--- config.mk ---
export PLATFORM = sky130hd
export DESIGN_NAME = bta_ram
export DESIGN_NICKNAME = d
export VERILOG_FILES = /design/src/design/bta_ram.sv
export SDC_FILE = /design/constraint.sdc
export NUM_CORES = 2
export LEC_CHECK = 0
export BUFFER_PORTS_ARGS = -buffer_cell sky130_fd_sc_hd__buf_2
export CORE_ASPECT_RATIO = 0.8
export CORE_MARGIN = 4
export CORE_UTILIZATION = 67
export DETAILED_ROUTE_END_ITERATION = 6
export PLACE_DENSITY_LB_ADDON = 0.08
export SETUP_SLACK_MARGIN = 0.5
export SLEW_MARGIN = 40
export SYNTH_ARGS = -nofsm -noshare
export SYNTH_HDL_FRONTEND = slang
export SYNTH_SLANG_ARGS = --single-unit
--- constraint.sdc ---
create_clock -name clk -period 4.5 [get_ports clk]
set_input_delay 0.675 -clock clk [delete_from_list [all_inputs] [get_ports clk]]
set_output_delay 0.675 -clock clk [all_outputs]
set_load 0.005 [all_outputs]
--- src/design/bta_ram.sv ---
// ----------------------------------------------------------------------------
// bta_ram: generic single-port RAM
// One address for read or write per cycle, read data registered.
// ----------------------------------------------------------------------------
`default_nettype none

module bta_ram #(
    parameter int WIDTH = 8,
    parameter int DEPTH = 256
) (
    input  wire logic                     clk,
    input  wire logic                     we,
    input  wire logic [$clog2(DEPTH)-1:0] addr,
    input  wire logic [WIDTH-1:0]         wdata,
    output logic      [WIDTH-1:0]         rdata
);

    logic [WIDTH-1:0] mem [DEPTH];

    // write and registered read at the same address
    always_ff @(posedge clk)
    begin
        if (we)
        begin
            mem[addr] <= wdata;
        end
        rdata <= mem[addr];
    end

endmodule

`default_nettype wire

# ---- Word level (Yosys, flattened, before mapping)
# Memories as Yosys holds them, arrays and structs flattened. A register that Yosys moved wholly into a read port is not among the register bits.
# Index checks and enable logic that the tools add are counted.
dict set report op_classes {
  n_bitwise 0
  addsub 0
  shift 0
  mux 2
  eq_ne 0
  div 0
  mul 0
  reduce_logical 0
  n_lt_le_gt_ge 0
}
# op n
set op_table {}
lappend op_table {{$mux W1} 2}
dict set report totals {
  register_bits 0
  ram_bits 2048
  elab_cells 3
  inputBits 18
  mem_count 1
  rom_bits 0
  latch_bits 0
  out_inout_bits 8
}
# memory words word_bits rd rd_ports_with_merged_regs write_ports line
set mem_list {}
lappend mem_list {mem 256 8 1 1 1 18} ;# logic [WIDTH-1:0] mem [DEPTH];

# ---- Logic depth before layout (Yosys ltp)
dict set report depth {
  word_depth 2
  depth_mapped 10
  depth_no_buf 5
}

# ---- Worst setup path after synthesis
# No wires, ideal clock.
dict set report synth_path {
  kind {input to register}
  start {input addr[1]}
  end {memory mem[111][0], enable pin}
  t_arrival_ns 2.524
  setup_time_ns 0.370
  slack_ns 1.606
  n_path_buf 5
  required_time_ns 4.130
  stages 9
  path_cell_list {buf_2 clkbuf_1 clkbuf_1 nand2_1 buf_2 nor2_1 nand2_1 clkbuf_1 nor2_1}
}
# item line
set synth_rtl {}
lappend synth_rtl {{start, declared} 13} ;# input wire logic [$clog2(DEPTH)-1:0] addr,
lappend synth_rtl {{end, declared} 18}
# Straight into the memory's write port.

==> flow_summary.yaml <==
outcome:
  status: "completed"
synth:
  yosys.cell_types.count: 22
  yosys.area.top_type: "edfxtp_1"
  synth-seq-cells: 2056
  synth.area.top_cells: "edfxtp_1 (78%), mux4_2 (15%), a22oi_1 (2.4%)"
  ys_warn_count: 0
  synth_top_area_share_pct: 78.3
  postSynthAreaPerCell_um2: 22.1
  yosysSeqAreaShare_pct: 78.6
  syn_inst: 3547
  syn_nets: 3565
  synthesis.area_um2: 78500
global_routing:
  grt_pass1_vias: 39200
  antenna_found_initial: 11
  track_usage_pct: 31.1
  overflow: 0
  grt_max_degree: 152
  grt_pass1_wl_mm: 273
floorplan:
  pin_count: 26
  die_x_um: 391
  rows: 112
  dieArea_um2: 123000
  core-area_um2: 116000
  start_util_pct: 67.4
  die_y_um: 314
power_and_ir_drop:
  vdd_drop_max_v: 0.000371
  p_per_area_nw_per_um2: 435
  power.total_mw: 38.2
  p_leak_nw: 26.9
timing:
  rsz0062_at_grt: "no"
  slew_headroom_pct: 42.4
  tightestPinTransition_ps: 862
  max_freq_mhz: 316
  setup_viol: 0
  finalClockSkew_ps: 21.8
  post-route-min-period_ps: 3170
  fin_ws_ps: 1330
  hold_viol_final: 0
  fin_tns_setup_ps: 0
  drv_slew: 0
  whs_ps: 227
  finalCritPeriodShare_pct: 70.4
drt:
  avgRoutedWirePerCell_um: 34.0
  routed_via_density: 7.10
  drt_iter0_drc: 5282
  routed_wl_mm: 185
  vias: 38600
  drtAntennaViolNets: 0
  drt_pass1_iterations: 5
  route.detailed.drc: 0
clock_network:
  numClockSinks: 2056
  cts_root_buffer: "clkbuf_16"
  cts_tree: "yes"
  post_cts_resized: 0
  cts_buffers: 183
  clockBufferDepth: 3
  htreeDepth: 4
  postCtsSetupBuffers: 0
  clkLatencyLatePin_ps: 810
  clk_pin_slew_ps: 70
  holdBufCountCts: 0
finish:
  syn_to_final_growth_pct: 11.9
  nets: 3761
  drive_above_1_share_pct: 28.0
  finish.instance_area_um2: 87800
  final_cells: 5444
  final_core_util_pct: 75.4
place:
  place_congestion: 0.845
  dp_slack_ps: 375
  dp_hpwl_mm: 108
  post_dp_cell_area_um2: 81600
  place_inst: 5090
  io_buffers: 25
setup_path:
  critPathMaxFanout: 57
  crit_path_start_kind: "input pin"
  critPathArrivalTime_ps: 3830
  required_ps: 5160
  path_cells: "buf_8 -> buf_16 -> buf_12 -> mux4_2 -> a22oi_1 -> a21oi_1 -> o41ai_1 -> buf_4 -> nand4_1"
  crit_type: "input pin to flop"
  critPathMaxStageDelay_ps: 620
  slowest_stage: "mux4_2"
  crit_path_end_kind: "flop"
  cp_top_family: "buffers and inverters"
  cp.buffers_inverters: 4
job:
  cap_viol_max_count: 0
min_path:
  worstHoldPathType: "input pin to flop"
## flip-flops by register name, summed over array words and instances (netlist names)
register  count
rdata         8
mem        2048
## worst paths after layout
kind	depth (start not counted)	from	end	slack, ps
min	1	wdata[3]	mem[157][3]$_DFFE_PP_	230
max reg2reg	6	mem[200][6]$_DFFE_PP_	rdata[6]$_DFF_P_	1910
min reg2reg	5	mem[42][3]$_DFFE_PP_	rdata[3]$_DFF_P_	980
max	9	addr[0]	rdata[7]$_DFF_P_	1330
## cell usage in the layout (no fill, tap or decap), drive strengths merged, types with 6 or more instances in the layout
cell type / Yosys / final
buf: 87 / 239
nor3: 30 / 30
o41ai: 32 / 32
a21oi: 128 / 128
a22oi: 256 / 256
nand3: 13 / 13
nor2: 232 / 232
nand2b: 6 / 6
bufinv: 0 / 15
clkinv: 0 / 81
nand2: 28 / 28
mux4: 512 / 512
clkinvlp: 0 / 6
nand4: 8 / 8
inv: 1 / 9
edfxtp: 2048 / 2048
dfxtp: 8 / 8
nor2b: 7 / 7
clkbuf: 145 / 238
## cell families after synthesis
logic type / after synthesis / share of synthesized area (%)
simple gates: 330 / 1.73
flops: 2056 / 78.6
mux: 512 / 14.7
buf+inv: 233 / 1.40
compound gates: 416 / 3.62
## area by class of cell
type,instances,area [µm²]
fill,6076,28600
sequential,2056,61700
clock buffer,234,4890
tap,1539,1930
timing repair buffer,243,2410
multi-input combinational,1258,16000
clock inverter,110,955
antenna,3,7.51
inverter,1,3.75
## worst register-to-register path, stage by stage, from the launching register on
cell	delay, ps
edfxtp_1	360
mux4_2	480
a22oi_1	350
a21oi_1	210
o41ai_1	660
buf_4	290
nand4_1	100
## cell usage after synthesis
master    instances
nand4_1           8
and2_1            3
nand3_1          13
nor3_1           30
or2_2             2
or3_1             1
dfxtp_1           8
nand2b_1          6
a22oi_1         256
buf_4            16
edfxtp_1       2048
nor2_1          232
inv_1             1
o41ai_1          32
buf_1            19
mux4_2          512
buf_6            16
nor2b_1           7
nand2_1          28
clkbuf_1        145
buf_2            36
a21oi_1         128
## power by group
group / switching [mW] / leakage (nW) / internal (mW)
Sequential: 0.0246 / 18.5 / 21.1
Clock: 6.75 / 2.86 / 8.55
Combinational: 1.14 / 5.60 / 0.648
Total: 7.92 / 26.9 / 30.3
## per-layer routing
| layer | GRT usage, % | vias to the layer above | wire length [µm] |
|---|---|---|---|
| met5 | 0 | - | 57 |
| li1 | - | 15500 | - |
| met1 | 46.6 | 20300 | 69300 |
| met3 | 7.27 | 368 | 21700 |
| met4 | 10.9 | 8 | 6320 |
| met2 | 46.7 | 2459 | 87900 |
Power figures use the tool's default switching activity.
